===== config.mk =====
export PLATFORM = sky130hd
export DESIGN_NAME = encoder_setpoint_adjuster_unit_flat
export DESIGN_NICKNAME = d
export VERILOG_FILES = /design/src/sv/esa_pkg.sv /design/src/sv/esa_in_if.sv /design/src/sv/esa_out_if.sv /design/src/sv/esa_ctrl.sv /design/src/sv/esa_dp.sv /design/src/sv/encoder_setpoint_adjuster_unit.sv /design/src/flat_wrapper.sv
export SDC_FILE = /design/constraint.sdc
export NUM_CORES = 1
export LEC_CHECK = 0
export BUFFER_PORTS_ARGS = -buffer_cell sky130_fd_sc_hd__clkbuf_2
export CORE_ASPECT_RATIO = 1.75
export CORE_MARGIN = 4
export CORE_UTILIZATION = 25
export DETAILED_ROUTE_END_ITERATION = 10
export PLACE_DENSITY = 0.5
export SLEW_MARGIN = 5
export SYNTH_ARGS = -nofsm -noshare
export SYNTH_HDL_FRONTEND = slang
export SYNTH_SLANG_ARGS = --single-unit

===== constraint.sdc =====
create_clock -name clk -period 7.03 [get_ports clk]
set_input_delay 0 -clock clk [delete_from_list [all_inputs] [get_ports clk]]
set_output_delay 0 -clock clk [all_outputs]
set_load 0.02 [all_outputs]

===== src/sv/esa_pkg.sv =====
// esa_pkg: shared constants and types for the encoder setpoint adjuster
// used by the controller, the datapath and the top level
`default_nettype none
package esa_pkg;

	// configuration port
	localparam int CfgIdxW  = 3;
	localparam int CfgDataW = 32;

	// register indexes
	localparam logic [CfgIdxW-1:0] RegStepSpeed   = 3'd0;
	localparam logic [CfgIdxW-1:0] RegStepRpm     = 3'd1;
	localparam logic [CfgIdxW-1:0] RegMaxSpeed    = 3'd2;
	localparam logic [CfgIdxW-1:0] RegMaxRpm      = 3'd3;
	localparam logic [CfgIdxW-1:0] RegEncHoldoff  = 3'd4;
	localparam logic [CfgIdxW-1:0] RegBtnHoldoff  = 3'd5;
	localparam logic [CfgIdxW-1:0] RegTimerClock  = 3'd6;

	// register reset values
	localparam logic [7:0]  StepSpeedRst  = 8'd5;
	localparam logic [11:0] StepRpmRst    = 12'd100;
	localparam logic [9:0]  MaxSpeedRst   = 10'd300;
	localparam logic [15:0] MaxRpmRst     = 16'd16000;
	localparam logic [23:0] EncHoldoffRst = 24'd1000;
	localparam logic [15:0] BtnHoldoffRst = 16'd50;
	localparam logic [31:0] TimerClockRst = 32'd40000000;

	// event kinds
	localparam logic CmdEncoder = 1'b0;
	localparam logic CmdButton  = 1'b1;

	// step codes
	localparam logic signed [1:0] StepNone = 2'sb00;
	localparam logic signed [1:0] StepUp   = 2'sb01;
	localparam logic signed [1:0] StepDown = 2'sb11;

	// reload divider
	localparam int DivSteps = 32;
	localparam int DivCntW  = $clog2(DivSteps);

	// controller to datapath commands
	typedef struct packed {
		logic load_in;
		logic check;
		logic apply;
		logic div_start;
		logic div_step;
		logic load_out;
	} esa_cmd_t;

	// datapath to controller status
	typedef struct packed {
		logic div_last;
	} esa_stat_t;

endpackage
`default_nettype wire


===== src/sv/esa_in_if.sv =====
// esa_in_if: event channel (encoder sample or button press)
// valid/ready handshake, no dependencies
`default_nettype none
interface esa_in_if;
	logic        valid;
	logic        ready;
	logic        cmd;
	logic        pin_a;
	logic        pin_b;
	logic [47:0] now_us;
	logic [31:0] now_ticks;

	modport source (output valid, cmd, pin_a, pin_b, now_us, now_ticks, input ready);
	modport sink (input valid, cmd, pin_a, pin_b, now_us, now_ticks, output ready);
endinterface
`default_nettype wire


===== src/sv/esa_out_if.sv =====
// esa_out_if: result channel, setpoints and engine timer reload
// valid/ready handshake, no dependencies
`default_nettype none
interface esa_out_if;
	logic              valid;
	logic              ready;
	logic              accepted;
	logic signed [1:0] step;
	logic              selected;
	logic [9:0]        vehicle_speed;
	logic [15:0]       engine_speed;
	logic [30:0]       rpm_reload;
	logic              rpm_running;

	modport source (output valid, accepted, step, selected, vehicle_speed, engine_speed,
		rpm_reload, rpm_running, input ready);
	modport sink (input valid, accepted, step, selected, vehicle_speed, engine_speed,
		rpm_reload, rpm_running, output ready);
endinterface
`default_nettype wire


===== src/sv/esa_ctrl.sv =====
// esa_ctrl: sequencing state machine and output beat valid
// depends on esa_pkg for command and status types
`default_nettype none
module esa_ctrl (
	input  wire logic                clk,
	input  wire logic                arst_n,
	input  wire logic                evt_valid,
	output logic                     evt_ready,
	output logic                     res_valid,
	input  wire logic                res_ready,
	output esa_pkg::esa_cmd_t        cmd,
	input  wire esa_pkg::esa_stat_t  stat
);

	typedef enum logic [5:0] {
		S_IDLE  = 6'b000001,
		S_CHECK = 6'b000010,
		S_APPLY = 6'b000100,
		S_LOAD  = 6'b001000,
		S_DIV   = 6'b010000,
		S_OUT   = 6'b100000
	} state_t;

	state_t state_q, state_d;
	logic   res_valid_q;
	logic   out_free;

	assign out_free  = !res_valid_q || res_ready;
	assign evt_ready = (state_q == S_IDLE);
	assign res_valid = res_valid_q;

	// next state and commands
	always_comb begin
		state_d = state_q;
		cmd     = '0;
		case (state_q)
			S_IDLE: begin
				if (evt_valid) begin
					cmd.load_in = 1'b1;
					state_d     = S_CHECK;
				end
			end
			S_CHECK: begin
				cmd.check = 1'b1;
				state_d   = S_APPLY;
			end
			S_APPLY: begin
				cmd.apply = 1'b1;
				state_d   = S_LOAD;
			end
			S_LOAD: begin
				cmd.div_start = 1'b1;
				state_d       = S_DIV;
			end
			S_DIV: begin
				cmd.div_step = 1'b1;
				if (stat.div_last) state_d = S_OUT;
			end
			S_OUT: begin
				if (out_free) begin
					cmd.load_out = 1'b1;
					state_d      = S_IDLE;
				end
			end
			default: state_d = S_IDLE;
		endcase
	end

	// state and output valid
	always_ff @(posedge clk or negedge arst_n) begin
		if (!arst_n) begin
			state_q     <= S_IDLE;
			res_valid_q <= 1'b0;
		end else begin
			state_q <= state_d;
			if (cmd.load_out) res_valid_q <= 1'b1;
			else if (res_ready) res_valid_q <= 1'b0;
		end
	end

endmodule
`default_nettype wire


===== src/sv/esa_dp.sv =====
// esa_dp: configuration registers, event state, setpoint update, reload divider
// and output beat register; depends on esa_pkg and esa_in_if/esa_out_if
`default_nettype none
module esa_dp (
	input  wire logic                            clk,
	input  wire logic                            arst_n,
	input  wire logic                            cfg_we,
	input  wire logic [esa_pkg::CfgIdxW-1:0]     cfg_index,
	input  wire logic [esa_pkg::CfgDataW-1:0]    cfg_data,
	input  wire esa_pkg::esa_cmd_t               cmd,
	output esa_pkg::esa_stat_t                   stat,
	esa_in_if.sink                               evt,
	esa_out_if.source                            res
);

	// configuration registers
	logic [7:0]  step_speed_q;
	logic [11:0] step_rpm_q;
	logic [9:0]  max_speed_q;
	logic [15:0] max_rpm_q;
	logic [23:0] enc_holdoff_q;
	logic [15:0] btn_holdoff_q;
	logic [31:0] timer_clock_q;

	// event state
	logic        prev_a_q, prev_b_q;
	logic [47:0] enc_stamp_q;
	logic [31:0] btn_stamp_q;
	logic        select_rpm_q;
	logic [9:0]  speed_q;
	logic [15:0] rpm_q;

	// latched event
	logic        ev_cmd_q, ev_a_q, ev_b_q;
	logic [47:0] ev_us_q;
	logic [31:0] ev_ticks_q;

	// check results
	logic              acc_q;
	logic signed [1:0] step_q;

	// divider
	logic [16:0]                  div_rem_q;
	logic [31:0]                  div_dq_q;
	logic [16:0]                  divisor_q;
	logic [esa_pkg::DivCntW-1:0]  div_cnt_q;

	// output beat register
	logic              out_acc_q;
	logic signed [1:0] out_step_q;
	logic              out_sel_q;
	logic [9:0]        out_speed_q;
	logic [15:0]       out_rpm_q;
	logic [30:0]       out_reload_q;
	logic              out_run_q;

	// configuration writes, unknown index ignored
	always_ff @(posedge clk or negedge arst_n) begin
		if (!arst_n) begin
			step_speed_q  <= esa_pkg::StepSpeedRst;
			step_rpm_q    <= esa_pkg::StepRpmRst;
			max_speed_q   <= esa_pkg::MaxSpeedRst;
			max_rpm_q     <= esa_pkg::MaxRpmRst;
			enc_holdoff_q <= esa_pkg::EncHoldoffRst;
			btn_holdoff_q <= esa_pkg::BtnHoldoffRst;
			timer_clock_q <= esa_pkg::TimerClockRst;
		end else if (cfg_we) begin
			case (cfg_index)
				esa_pkg::RegStepSpeed:  step_speed_q  <= cfg_data[7:0];
				esa_pkg::RegStepRpm:    step_rpm_q    <= cfg_data[11:0];
				esa_pkg::RegMaxSpeed:   max_speed_q   <= cfg_data[9:0];
				esa_pkg::RegMaxRpm:     max_rpm_q     <= cfg_data[15:0];
				esa_pkg::RegEncHoldoff: enc_holdoff_q <= cfg_data[23:0];
				esa_pkg::RegBtnHoldoff: btn_holdoff_q <= cfg_data[15:0];
				esa_pkg::RegTimerClock: timer_clock_q <= cfg_data;
				default: ;
			endcase
		end
	end

	// latch the accepted event beat
	always_ff @(posedge clk) begin
		if (cmd.load_in) begin
			ev_cmd_q   <= evt.cmd;
			ev_a_q     <= evt.pin_a;
			ev_b_q     <= evt.pin_b;
			ev_us_q    <= evt.now_us;
			ev_ticks_q <= evt.now_ticks;
		end
	end

	// hold-off check and quadrature decode
	logic [48:0]       us_diff;
	logic [31:0]       tick_diff;
	logic              enc_ok, btn_ok;
	logic signed [1:0] dec_step;

	assign us_diff   = {1'b0, ev_us_q} - {1'b0, enc_stamp_q};
	assign tick_diff = ev_ticks_q - btn_stamp_q;
	assign enc_ok    = !us_diff[48] && (us_diff[47:0] > {24'd0, enc_holdoff_q});
	assign btn_ok    = tick_diff > {16'd0, btn_holdoff_q};

	// edges on a take priority over edges on b
	always_comb begin
		if (prev_a_q && !ev_a_q)
			dec_step = ev_b_q ? esa_pkg::StepUp : esa_pkg::StepDown;
		else if (!prev_a_q && ev_a_q)
			dec_step = ev_b_q ? esa_pkg::StepDown : esa_pkg::StepUp;
		else if (prev_b_q && !ev_b_q)
			dec_step = ev_a_q ? esa_pkg::StepDown : esa_pkg::StepUp;
		else if (!prev_b_q && ev_b_q)
			dec_step = ev_a_q ? esa_pkg::StepUp : esa_pkg::StepDown;
		else
			dec_step = esa_pkg::StepNone;
	end

	always_ff @(posedge clk) begin
		if (cmd.check) begin
			if (ev_cmd_q == esa_pkg::CmdEncoder) begin
				acc_q  <= enc_ok;
				step_q <= enc_ok ? dec_step : esa_pkg::StepNone;
			end else begin
				acc_q  <= btn_ok;
				step_q <= esa_pkg::StepNone;
			end
		end
	end

	// move the selected setpoint and clamp to 0..max
	logic [15:0]        cur_sp, max_sp;
	logic [11:0]        inc_sp;
	logic signed [17:0] moved;
	logic [15:0]        clamped;

	always_comb begin
		cur_sp = select_rpm_q ? rpm_q : {6'd0, speed_q};
		max_sp = select_rpm_q ? max_rpm_q : {6'd0, max_speed_q};
		inc_sp = select_rpm_q ? step_rpm_q : {4'd0, step_speed_q};
		case (step_q)
			esa_pkg::StepUp:   moved = $signed({2'b00, cur_sp}) + $signed({6'd0, inc_sp});
			esa_pkg::StepDown: moved = $signed({2'b00, cur_sp}) - $signed({6'd0, inc_sp});
			default:           moved = $signed({2'b00, cur_sp});
		endcase
		if (moved < 0)
			clamped = '0;
		else if (moved > $signed({2'b00, max_sp}))
			clamped = max_sp;
		else
			clamped = moved[15:0];
	end

	always_ff @(posedge clk or negedge arst_n) begin
		if (!arst_n) begin
			prev_a_q     <= 1'b0;
			prev_b_q     <= 1'b0;
			enc_stamp_q  <= '0;
			btn_stamp_q  <= '0;
			select_rpm_q <= 1'b1;
			speed_q      <= '0;
			rpm_q        <= '0;
		end else if (cmd.apply && acc_q) begin
			if (ev_cmd_q == esa_pkg::CmdEncoder) begin
				prev_a_q    <= ev_a_q;
				prev_b_q    <= ev_b_q;
				enc_stamp_q <= ev_us_q;
				if (select_rpm_q) rpm_q <= clamped;
				else speed_q <= clamped[9:0];
			end else begin
				select_rpm_q <= !select_rpm_q;
				btn_stamp_q  <= ev_ticks_q;
			end
		end
	end

	// restoring divider: timer clock over twice the rpm, one bit a cycle
	logic [17:0] rem_sh;
	logic        rem_ge;
	logic [17:0] rem_sub;

	assign rem_sh  = {div_rem_q, div_dq_q[31]};
	assign rem_ge  = rem_sh >= {1'b0, divisor_q};
	assign rem_sub = rem_sh - {1'b0, divisor_q};
	assign stat.div_last = (div_cnt_q == esa_pkg::DivCntW'(esa_pkg::DivSteps - 1));

	always_ff @(posedge clk) begin
		if (cmd.div_start) begin
			div_rem_q <= '0;
			div_dq_q  <= timer_clock_q;
			divisor_q <= {rpm_q, 1'b0};
			div_cnt_q <= '0;
		end else if (cmd.div_step) begin
			div_rem_q <= rem_ge ? rem_sub[16:0] : rem_sh[16:0];
			div_dq_q  <= {div_dq_q[30:0], rem_ge};
			div_cnt_q <= div_cnt_q + 1'b1;
		end
	end

	// reload is quotient minus one, saturating at zero, and zero when stopped
	logic        running;
	logic [30:0] reload;

	assign running = (rpm_q != '0);
	always_comb begin
		if (!running || div_dq_q == '0) reload = '0;
		else reload = div_dq_q[30:0] - 31'd1;
	end

	always_ff @(posedge clk) begin
		if (cmd.load_out) begin
			out_acc_q    <= acc_q;
			out_step_q   <= step_q;
			out_sel_q    <= select_rpm_q;
			out_speed_q  <= speed_q;
			out_rpm_q    <= rpm_q;
			out_reload_q <= reload;
			out_run_q    <= running;
		end
	end

	assign res.accepted      = out_acc_q;
	assign res.step          = out_step_q;
	assign res.selected      = out_sel_q;
	assign res.vehicle_speed = out_speed_q;
	assign res.engine_speed  = out_rpm_q;
	assign res.rpm_reload    = out_reload_q;
	assign res.rpm_running   = out_run_q;

endmodule
`default_nettype wire


===== src/sv/encoder_setpoint_adjuster_unit.sv =====
// encoder_setpoint_adjuster_unit: top level, controller plus datapath
// depends on esa_pkg, esa_in_if, esa_out_if, esa_ctrl, esa_dp
//
//   port   direction  beat contents
//   evt    in         cmd, pin_a, pin_b, now_us, now_ticks
//   res    out        accepted, step, selected, speeds, rpm_reload, rpm_running
//   cfg    in         cfg_we, cfg_index, cfg_data (write only)
//
// an event beat goes from acceptance to its result beat through check, apply,
// divider load and the bit-serial reload divider, then the output load.
// one event is in work at a time; the next is taken once the result is registered.
// a stalled result holds in the output register; only a second result waits on it.
// reset restores register defaults and clears setpoints and time stamps at once.
`default_nettype none
module encoder_setpoint_adjuster_unit (
	input  wire logic                          clk,
	input  wire logic                          arst_n,
	esa_in_if.sink                             evt,
	esa_out_if.source                          res,
	input  wire logic                          cfg_we,
	input  wire logic [esa_pkg::CfgIdxW-1:0]   cfg_index,
	input  wire logic [esa_pkg::CfgDataW-1:0]  cfg_data
);

	esa_pkg::esa_cmd_t  cmd;
	esa_pkg::esa_stat_t stat;

	esa_ctrl u_ctrl (
		.clk       (clk),
		.arst_n    (arst_n),
		.evt_valid (evt.valid),
		.evt_ready (evt.ready),
		.res_valid (res.valid),
		.res_ready (res.ready),
		.cmd       (cmd),
		.stat      (stat)
	);

	esa_dp u_dp (
		.clk       (clk),
		.arst_n    (arst_n),
		.cfg_we    (cfg_we),
		.cfg_index (cfg_index),
		.cfg_data  (cfg_data),
		.cmd       (cmd),
		.stat      (stat),
		.evt       (evt),
		.res       (res)
	);

endmodule
`default_nettype wire


===== src/flat_wrapper.sv =====
// flat-port wrapper written by rule: the top's interface ports become plain ports
module encoder_setpoint_adjuster_unit_flat 
  (clk, arst_n, cfg_we, cfg_index, cfg_data, evt_valid, evt_cmd, evt_pin_a, evt_pin_b, evt_now_us, evt_now_ticks, evt_ready, res_valid, res_accepted, res_step, res_selected, res_vehicle_speed, res_engine_speed, res_rpm_reload, res_rpm_running, res_ready);
  esa_in_if evt_i ();
  esa_out_if res_i ();
  input  wire logic clk;
  input  wire logic arst_n;
  input  wire logic cfg_we;
  input  wire logic [esa_pkg::CfgIdxW-1:0] cfg_index;
  input  wire logic [esa_pkg::CfgDataW-1:0] cfg_data;
  input wire logic [$bits(evt_i.valid)-1:0] evt_valid;
  input wire logic [$bits(evt_i.cmd)-1:0] evt_cmd;
  input wire logic [$bits(evt_i.pin_a)-1:0] evt_pin_a;
  input wire logic [$bits(evt_i.pin_b)-1:0] evt_pin_b;
  input wire logic [$bits(evt_i.now_us)-1:0] evt_now_us;
  input wire logic [$bits(evt_i.now_ticks)-1:0] evt_now_ticks;
  output wire logic [$bits(evt_i.ready)-1:0] evt_ready;
  output wire logic [$bits(res_i.valid)-1:0] res_valid;
  output wire logic [$bits(res_i.accepted)-1:0] res_accepted;
  output wire logic [$bits(res_i.step)-1:0] res_step;
  output wire logic [$bits(res_i.selected)-1:0] res_selected;
  output wire logic [$bits(res_i.vehicle_speed)-1:0] res_vehicle_speed;
  output wire logic [$bits(res_i.engine_speed)-1:0] res_engine_speed;
  output wire logic [$bits(res_i.rpm_reload)-1:0] res_rpm_reload;
  output wire logic [$bits(res_i.rpm_running)-1:0] res_rpm_running;
  input wire logic [$bits(res_i.ready)-1:0] res_ready;
  assign evt_i.valid = evt_valid;
  assign evt_i.cmd = evt_cmd;
  assign evt_i.pin_a = evt_pin_a;
  assign evt_i.pin_b = evt_pin_b;
  assign evt_i.now_us = evt_now_us;
  assign evt_i.now_ticks = evt_now_ticks;
  assign evt_ready = evt_i.ready;
  assign res_valid = res_i.valid;
  assign res_accepted = res_i.accepted;
  assign res_step = res_i.step;
  assign res_selected = res_i.selected;
  assign res_vehicle_speed = res_i.vehicle_speed;
  assign res_engine_speed = res_i.engine_speed;
  assign res_rpm_reload = res_i.rpm_reload;
  assign res_rpm_running = res_i.rpm_running;
  assign res_i.ready = res_ready;
  encoder_setpoint_adjuster_unit u_core (.clk(clk), .arst_n(arst_n), .evt(evt_i), .res(res_i), .cfg_we(cfg_we), .cfg_index(cfg_index), .cfg_data(cfg_data));
endmodule

== Yosys cells after proc, flatten, opt, wreduce, memory -nomap -nowiden ==
Cells that the tools add are included.
W data, S select, Z words.

* Bits in latches: 0
* ROM bits: 0
* Flip-flop bits (word level): 452
* Input port bits: 123
* Word-level logic and storage cells: 133
* Bits in writable memories: 0
* Memories: 0

* Multiply operators: 0
* $add $sub $neg: 7
* Eq/ne operators: 18
* Div/mod/pow operators: 0
* Multiplexer cells: 32
* Shift-type cells: 0
* $lt $le $gt $ge: 5
* Reductions and logical operators: 34
* Bitwise gates (word level): 3

{| class="wikitable"
|+ Operator list
! kind !! count
|-
| $mux W16 || 4
|-
| $mux W32 || 2
|-
| $sub A48 B48 Y49 || 1
|-
| $gt A48 B24 Y1 || 1
|-
| $pmux W18 S2 || 1
|-
| $pmux W6 S6 || 1
|-
| $gt A32 B16 Y1 || 1
|-
| $logic_not A32 Y1 || 1
|-
| $sub A32 B32 Y32 || 1
|-
| $sub A31 B1 Y31 const B || 1
|-
| $ge A18 B17 Y1 || 1
|-
| $gt A18 B17 Y1 || 1
|-
| $lt A18 B1 Y1 const B || 1
|-
| $mux W6 || 3
|-
| $reduce_and A2 Y1 || 9
|-
| $add A16 B12 Y17 || 1
|-
| $mux W17 || 1
|-
| $sub A16 B12 Y17 || 1
|-
| $sub A17 B17 Y17 || 1
|-
| $mux W2 || 8
|-
| $reduce_bool A16 Y1 || 1
|-
| $mux W12 || 1
|-
| $mux W1 || 11
|-
| $eq A3 B3 Y1 const B || 3
|-
| 22 further kinds || 42
|}

== Longest topological paths before layout ==
Gate-level depths: netlist of run 1.

* Depth in word-level cells: 6
* Gate-level depth with buffers: 31

== Least setup slack after synthesis of run 1 ==
No wires, ideal clock.

* Path kind: reg-to-reg
* Start point: register u_core.u_dp.select_rpm_q
* End point: register u_core.u_dp.speed_q[5]
* Path slack: 0.322 ns
* Buffers on the path: 7
* Cell stages (with the launch flop): 29
* Data required time: 6.935 ns
* Arrival: 6.613 ns
* Cells stage by stage: dfstp_2 -> clkbuf_1 -> clkbuf_1 -> clkbuf_1 -> clkbuf_1 -> clkbuf_1 -> mux2i_1 -> ha_1 -> nand2b_1 -> a21oi_1 -> o21ai_0 -> a21oi_1 -> a211oi_1 -> nor3_1 -> o21ai_0 -> xor2_1 -> mux2_2 -> ha_1 -> a21o_1 -> a21o_1 -> a21oi_1 -> o21ai_0 -> o211ai_1 -> a21oi_1 -> a31oi_1 -> clkbuf_1 -> buf_1 -> a21oi_1 -> o31ai_1

* Cells in the longest elaborated chain, start to end: 6

{| class="wikitable"
|+ RTL lines
! what !! line !! source
|-
| start: declaration || esa_dp.sv:29 || <nowiki>logic select_rpm_q;</nowiki>
|-
| start signal: assignment || esa_dp.sv:169 || <nowiki>select_rpm_q <= !select_rpm_q;</nowiki>
|-
| $mux W16 / $mux W12 (equally long branches) || esa_dp.sv:136, esa_dp.sv:138 ||
|-
| $sub A16 B12 Y17 / $add A16 B12 Y17 (equally long branches) || esa_dp.sv:141, esa_dp.sv:140 ||
|-
| $pmux W18 S2 || esa_dp.sv:139 || <nowiki>case (step_q)</nowiki>
|-
| $gt A18 B17 Y1 || esa_dp.sv:146 || <nowiki>else if (moved > $signed({2'b00, max_sp}))</nowiki>
|-
| $mux W16 || esa_dp.sv:146 ||
|-
| $mux W16 || esa_dp.sv:144 || <nowiki>if (moved < 0)</nowiki>
|-
| end signal: assignment || esa_dp.sv:167 || <nowiki>else speed_q <= clamped[9:0];</nowiki>
|-
| end: declaration || esa_dp.sv:30 || <nowiki>logic [9:0] speed_q;</nowiki>
|}

Parallel ways exist; a longest one is shown, timed or not.
A chain may end at the register's enable or synchronous reset.

== Worst setup path in the final report of run 1 ==
* Start point: register u_core.u_dp.select_rpm_q
* End point: register u_core.u_dp.speed_q[3]

The elaborated chain is that of the path after synthesis.

==> results of run 1 <==
-- through the flow --
step	power [mW]	instance area, µm²	cells
global route	13.2	31000	4178
detailed placement	9.49	28200	3966
finish	12.2	31000	4180
floorplan	7.96	25700	2503
CTS	12.3	31000	4178
global placement	9.44	28200	3966
-- registers in the layout, indices dropped and copies added, names as in the netlist, 2 cells and up --
name and count:
u_core.u_dp.step_rpm_q 12, u_core.u_dp.ev_ticks_q 32, u_core.u_dp.enc_holdoff_q 24, u_core.u_dp.div_rem_q 17, u_core.u_dp.step_q 2, u_core.u_dp.max_speed_q 10, u_core.u_dp.res.step 2, u_core.u_dp.div_cnt_q 5
u_core.u_ctrl.state_q 6, u_core.u_dp.res.rpm_reload 31, u_core.u_dp.div_dq_q 32, u_core.u_dp.btn_holdoff_q 16, u_core.u_dp.max_rpm_q 16, u_core.u_dp.rpm_q 16, u_core.u_dp.divisor_q 16, u_core.u_dp.res.engine_speed 16
u_core.u_dp.speed_q 10, u_core.u_dp.timer_clock_q 32, u_core.u_dp.res.vehicle_speed 10, u_core.u_dp.enc_stamp_q 48, u_core.u_dp.ev_us_q 48, u_core.u_dp.btn_stamp_q 32, u_core.u_dp.step_speed_q 8
-- worst max-delay path, stage by stage (launching register included) --
cell and delay [ns]:
dfstp_2 0.85, mux2i_1 0.52, inv_1 0.15, ha_1 0.33, nand2b_1 0.14, a21oi_1 0.19
o21ai_0 0.15, a21oi_1 0.31, a211oi_1 0.19, nor3_1 0.27, o21ai_0 0.13, xor2_1 0.16
mux2_2 0.29, ha_1 0.32, a21o_1 0.18, a21o_1 0.17, a21oi_1 0.15, o21ai_0 0.10
o211ai_1 0.19, a21oi_1 0.10, a31oi_2 0.20, buf_4 0.22, inv_1 0.15, a211o_1 0.33
o21ai_0 0.16
-- cells by family after synthesis --
group,share of synthesized area (%)
AO/OA/AOI/OAI,13.9
buffers and inverters,4.37
multiplexers,7.97
adder cells (fa/ha/maj),9.16
AND/OR/NAND/NOR,13.5
XOR/XNOR,3.58
flip-flops,47.6
-- per-layer routing --
layer | routed length (µm) | up-vias | global-route usage [%] | part of all wire, %
li1 | - | 9531 | - | -
met2 | 40400 | 331 | 26.5 | 54
met4 | 2800 | 2 | 5.12 | 3.8
met1 | 29000 | 9217 | 14.7 | 39
met5 | 13 | - | 0 | 0.017
met3 | 2230 | 136 | 1.74 | 3.0
-- how the worst max path moves through the flow --
stage | endpoint
floorplan | u_core.u_dp.speed_q[5]
global placement | u_core.u_dp.speed_q[8]
detailed placement | u_core.u_dp.speed_q[3]
CTS | u_core.u_dp.speed_q[3]
global route | u_core.u_dp.rpm_q[2]
finish | u_core.u_dp.speed_q[3]
-- cell usage in the layout, fill, tap and decap left out, types with 34 or more instances in the layout --
master         instances
a21o_1                35
a21oi_1              133
clkbuf_16             51
clkbuf_2             185
dfrtp_1              200
dfstp_2               34
dlygate4sd3_1        120
edfxtp_1             196
ha_1                 180
inv_1                202
mux2_2               140
mux2i_1               47
nand2_1              319
nand4_1               36
nor2_1               163
nor3_1                50
o21ai_0              176
xnor2_1               75
-- layout make-up --
cell class | instances | area, µm² | share of cell area [%]
Multi-Input combinational cell | 1765 | 12400 | 39.9
Sequential cell | 452 | 12200 | 39.4
Timing Repair Buffer | 331 | 2340 | 7.55
Tap cell | 1334 | 1670 | 5.38
Clock buffer | 61 | 1320 | 4.26
Inverter | 204 | 766 | 2.47
Clock inverter | 31 | 323 | 1.04
Antenna cell | 2 | 5.00 | 0.0161
-- what timing repair did --
item / in CTS / in global routing
hold buffers: 120 / 0
endpoints found under the hold margin: 334 / 0
endpoints found under the setup margin: 0 / 0
buffers inserted: 0 / 0
-- report_power, final --
part	switching [mW]	leakage (nW)	internal, mW	total (mW)
sequential	0.274	4.92	3.37	3.64
clock	1.16	0.801	1.54	2.70
combinational	3.45	6.90	2.37	5.82
==> flow_summary.toml, run 1 <==
[synthesis]
avgSynthCellArea_um2 = 10.3
synth_top_cells_by_count = "319 x nand2_1, 203 x inv_1, 200 x dfrtp_1, 196 x edfxtp_1, 180 x ha_1"
synth_top_area_cell = "edfxtp_1"
yosysMostFrequentCell = "nand2_1"
ys_seq_area_share_pct = 47.6
synth_area_leaders = "edfxtp_1 23%, dfrtp_1 19%, ha_1 8.8%"
yosysWarnings = 0
synth_seq_cells = 452
synthesis.nets = 2811
synth_area_um2 = 25700
synthFlopType = "dfrtp_1"
synth_cells = 2503
synth_top_area_share_pct = 22.9
synth_edf_count = 196
async_reset_ff_share_pct = 51.8
synth_cell_type_count = 97

[setup_path]
cp-start-kind = "register"
r2r.worst_path.cells = 24
regToRegSetupSlack_ns = 1.0
cp-end-kind = "register"
cp-startpoint = "u_core.u_dp.select_rpm_q"
crit_arrival_ns = 6.56
r2r-end = "u_core.u_dp.speed_q[3]"
path_class = "register to register"
r2r-start = "u_core.u_dp.select_rpm_q"
cp.required_ns = 7.56
path_max_fanout = 17

[power_and_ir_drop]
cellLeakagePower_nw = 12.6
power.density_nw_per_um2 = 392
vdd_ir_drop_max_uv = 165

[grt]
antenna_found_initial = 4
grt_pass1_wl_mm = 116
grt_overflow = 0
track_usage_pct = 13.6
grt_max_degree = 133
grt_pass1_vias = 20066

[floorplanning]
rows = 155
die_width_um = 250
fp.dieH_um = 432
start_util_pct = 25.2
coreArea_um2 = 102000
num_io_pins = 187
dieArea_um2 = 108000

[final_layout]
area_growth_pct = 20.8
fillCellCount = 10670
drive_gt1_share_pct = 18.2
final_nets = 3111
fin_util_pct = 30.4

[place]
place_ws_ns = 1.00
dp_hpwl_mm = 56.4
routabilityCongestion = 0.907
portBuffers = 186

[route]
viasPerCell = 4.60
drt-pass1-iter-count = 5
drt_iter0_drc = 831
drc = 0
ant_nets = 0
routed_wirelength_mm = 74.4
vias = 19217
wl_per_cell_um = 17.8

[sta]
worstMarginPinSlew_ns = 1.12
timing.final.crit_period_ns = 6.03
fin_skew_ns = 0.0304
slew_violations = 0
setup_slack_ns = 0.996
slew_headroom_pct = 25.2
finalSetupViolations = 0
fin_tns_setup_ns = 0
rsz0062_at_grt = "false"
final-hold-violation-count = 0
holdWs_ns = 0.0123
clock.fmax_mhz = 166
period_share_pct = 85.8

[clock_network]
clk_latency_ns = 0.61
cts_tree = "yes"
clkSinkCount = 452
root_buffer = "clkbuf_16"
clk_pin_slew_ns = 0.07
cts_max_level = 2
cts_resized = 0
numCtsBuffers = 49
cts_buffer_depth = 3

[outcome]
status = "finished clean"

[flow_run]
maxCapViolCount = 0

[worst_hold_path]
hp-class = "input port to async pin"
Power figures use the tool's default switching activity.
==> run 2: changes to the inputs <==
--- a/config.mk
+++ b/config.mk
@@ -6,7 +6,7 @@
 export NUM_CORES = 1
 export LEC_CHECK = 0
 export BUFFER_PORTS_ARGS = -buffer_cell sky130_fd_sc_hd__clkbuf_2
-export CORE_ASPECT_RATIO = 1.75
+export CORE_ASPECT_RATIO = 1.25
 export CORE_MARGIN = 4
 export CORE_UTILIZATION = 25
 export DETAILED_ROUTE_END_ITERATION = 10
==> run 2 against run 1 <==
Sequential cell count unchanged. Worst hold slack gained 0.048 ns. Critical path depth is 1 lower. Die area decreased by 0.16%. Count of clock-buffer cells in the layout is 4 higher. Combinational power shrank 2%.
==> flow_summary.toml, run 2 (synthesized netlist as in run 1, its figures left out) <==
[power_and_ir_drop]
cellLeakagePower_nw = 12.7
vdd_ir_drop_max_uv = 217
power.density_nw_per_um2 = 390

[clock_network]
cts_setup_buffers = 0
cts_buffer_depth = 3
cts_max_level = 2
clk_pin_slew_ns = 0.06
root_buffer = "clkbuf_16"
clkSinkCount = 452
cts_tree = "yes"
numCtsBuffers = 53
cts_resized = 0
clk_latency_ns = 0.63

[place]
placed_area_um2 = 28200
dp_hpwl_mm = 53.5
portBuffers = 186
place_inst = 3960
routabilityCongestion = 0.834

[setup_path]
path_max_fanout = 15
crit_family = "compound AO/OA/AOI/OAI gates"
cp-endpoint = "u_core.u_dp.rpm_q[8]"
path_depth = 23
crit_arrival_ns = 6.87
regToRegSetupSlack_ns = 0.68
cpPeakStageDelay_ns = 0.76
critPathSlowestCell = "dfstp_2"
r2r-end = "u_core.u_dp.rpm_q[8]"
path_class = "register to register"
critPathBufInv = 2
r2r.worst_path.cells = 23
cp-startpoint = "u_core.u_dp.select_rpm_q"
cp.required_ns = 7.56
crit_chain = "mux2i_1 -> inv_1 -> ha_1 -> nand2b_1 -> a21oi_1 -> o21ai_0 -> a21oi_1 -> a211oi_1 -> nor3_1 -> o21ai_0 -> xor2_1 -> mux2_2 -> ha_1 -> a21o_1 -> a21o_1 -> a21oi_1 -> o21ai_0 -> o211ai_1 -> a21oi_1 -> a31oi_2 -> inv_1 -> a211o_1 -> o21ai_0"
r2r-start = "u_core.u_dp.select_rpm_q"
cp-start-kind = "register"
cp-end-kind = "register"

[floorplanning]
start_util_pct = 25.2
rows = 131
die_width_um = 295
num_io_pins = 187
coreArea_um2 = 102000
fp.dieH_um = 366
dieArea_um2 = 108000

[final_layout]
drive_gt1_share_pct = 18.1
finalNonFillerCells = 4190
final_nets = 3118
most-common-layout-cells = "319 x nand2_1, 202 x inv_1, 200 x dfrtp_1"
finalInstanceArea_um2 = 31200
reg.largest.list = "u_core.u_dp.enc_stamp_q: 48 flops, u_core.u_dp.ev_us_q: 48 flops"
area_growth_pct = 21.4
fin_util_pct = 30.5
layout_commonest_cell = "nand2_1"

[grt]
grt_pass1_wl_mm = 112
track_usage_pct = 13.2
grt_overflow = 0
grt_max_degree = 132
antenna_found_initial = 7
grt_pass1_vias = 19518

[sta]
rsz0062_at_grt = "false"
final-hold-violation-count = 0
clock.fmax_mhz = 158
timing.final.crit_period_ns = 6.35
worstMarginPinSlew_ns = 1.12
period_share_pct = 90.3
slew_violations = 0
fin_tns_setup_ns = 0
slew_headroom_pct = 25.0
finalSetupViolations = 0
fin_skew_ns = 0.0338

[flow_run]
maxCapViolCount = 0

[outcome]
status = "finished clean"

[route]
drt-pass1-iter-count = 6
viasPerCell = 4.54
routed_wirelength_mm = 71.7
drc = 0
drt_iter0_drc = 840
vias = 19042
ant_nets = 0
wl_per_cell_um = 17.1

[worst_hold_path]
hp-class = "input port to register"
run 2: changes by cell type in the layout (fill, tap and decap cells not counted), sizes merged, moves of 3 or more:
cell and delta:
dlygate4sd3 +4, clkinv +10, inv -5, diode +3
clkbuf +4
run 2: per-layer routing:
layer	GRT usage, %	share of wire, %	vias to the layer above	routed length, µm
met5	0	0.018	-	13
met4	3.54	2.4	2	1720
met3	2.16	3.7	85	2680
met2	23.1	49	327	35000
met1	16.7	45	9058	32200
li1	-	-	9570	-
run 2: area by class of cell:
cell class                 instances  area, µm²
fill                           10689      70900
inverter                         204        766
clock inverter                    35        309
timing repair buffer             334       2390
multi-input combinational       1765      12400
sequential                       452      12200
tap                             1330       1660
antenna                            5       12.5
clock buffer                      65       1420
run 2: worst min-delay path by stage:
stage | slack [ns] | to | cells past startpoint | start
global placement | -0.06 | u_core.u_dp.enc_stamp_q[25] | 1 | arst_n
detailed placement | -0.06 | u_core.u_dp.enc_stamp_q[25] | 1 | arst_n
finish | 0.06 | u_core.u_dp.enc_holdoff_q[5] | 6 | cfg_index[2]
CTS | 0.005 | u_core.u_dp.enc_holdoff_q[7] | 6 | cfg_index[2]
floorplan | -0.30 | u_core.u_ctrl.res_valid | 0 | arst_n
global route | 0.05 | u_core.u_dp.ev_us_q[46] | 2 | evt_now_us[46]
run 2: power breakdown:
group	internal, mW	total (mW)	switching [mW]
logic	2.36	5.73	3.37
clock network	1.59	2.76	1.17
registers	3.37	3.66	0.289
total	7.32	12.1	4.82
run 2: repair_timing:
item / 4_1_cts / 5_1_grt
hold buffers: 125 / 0
setup endpoints to repair: 0 / 0
endpoints found under the hold margin: 416 / 0
run 2: tightest hold or removal path, stage by stage:
cell,delay [ns]
clkbuf_2,0.12
nand2_1,0.08
nor3_2,0.04
buf_4,0.24
nand2_1,0.11
o21ai_0,0.08
run 2: metrics by stage:
stage                     hold WS, ns  setup slack, ns  power (mW)
after floorplan                -0.296            0.322        7.96
after global placement        -0.0648            0.691        9.36
after detailed placement      -0.0631            0.698        9.40
after CTS                     0.00529            0.658        12.3
after global routing           0.0490           0.0537        13.2
final                          0.0600            0.681        12.1
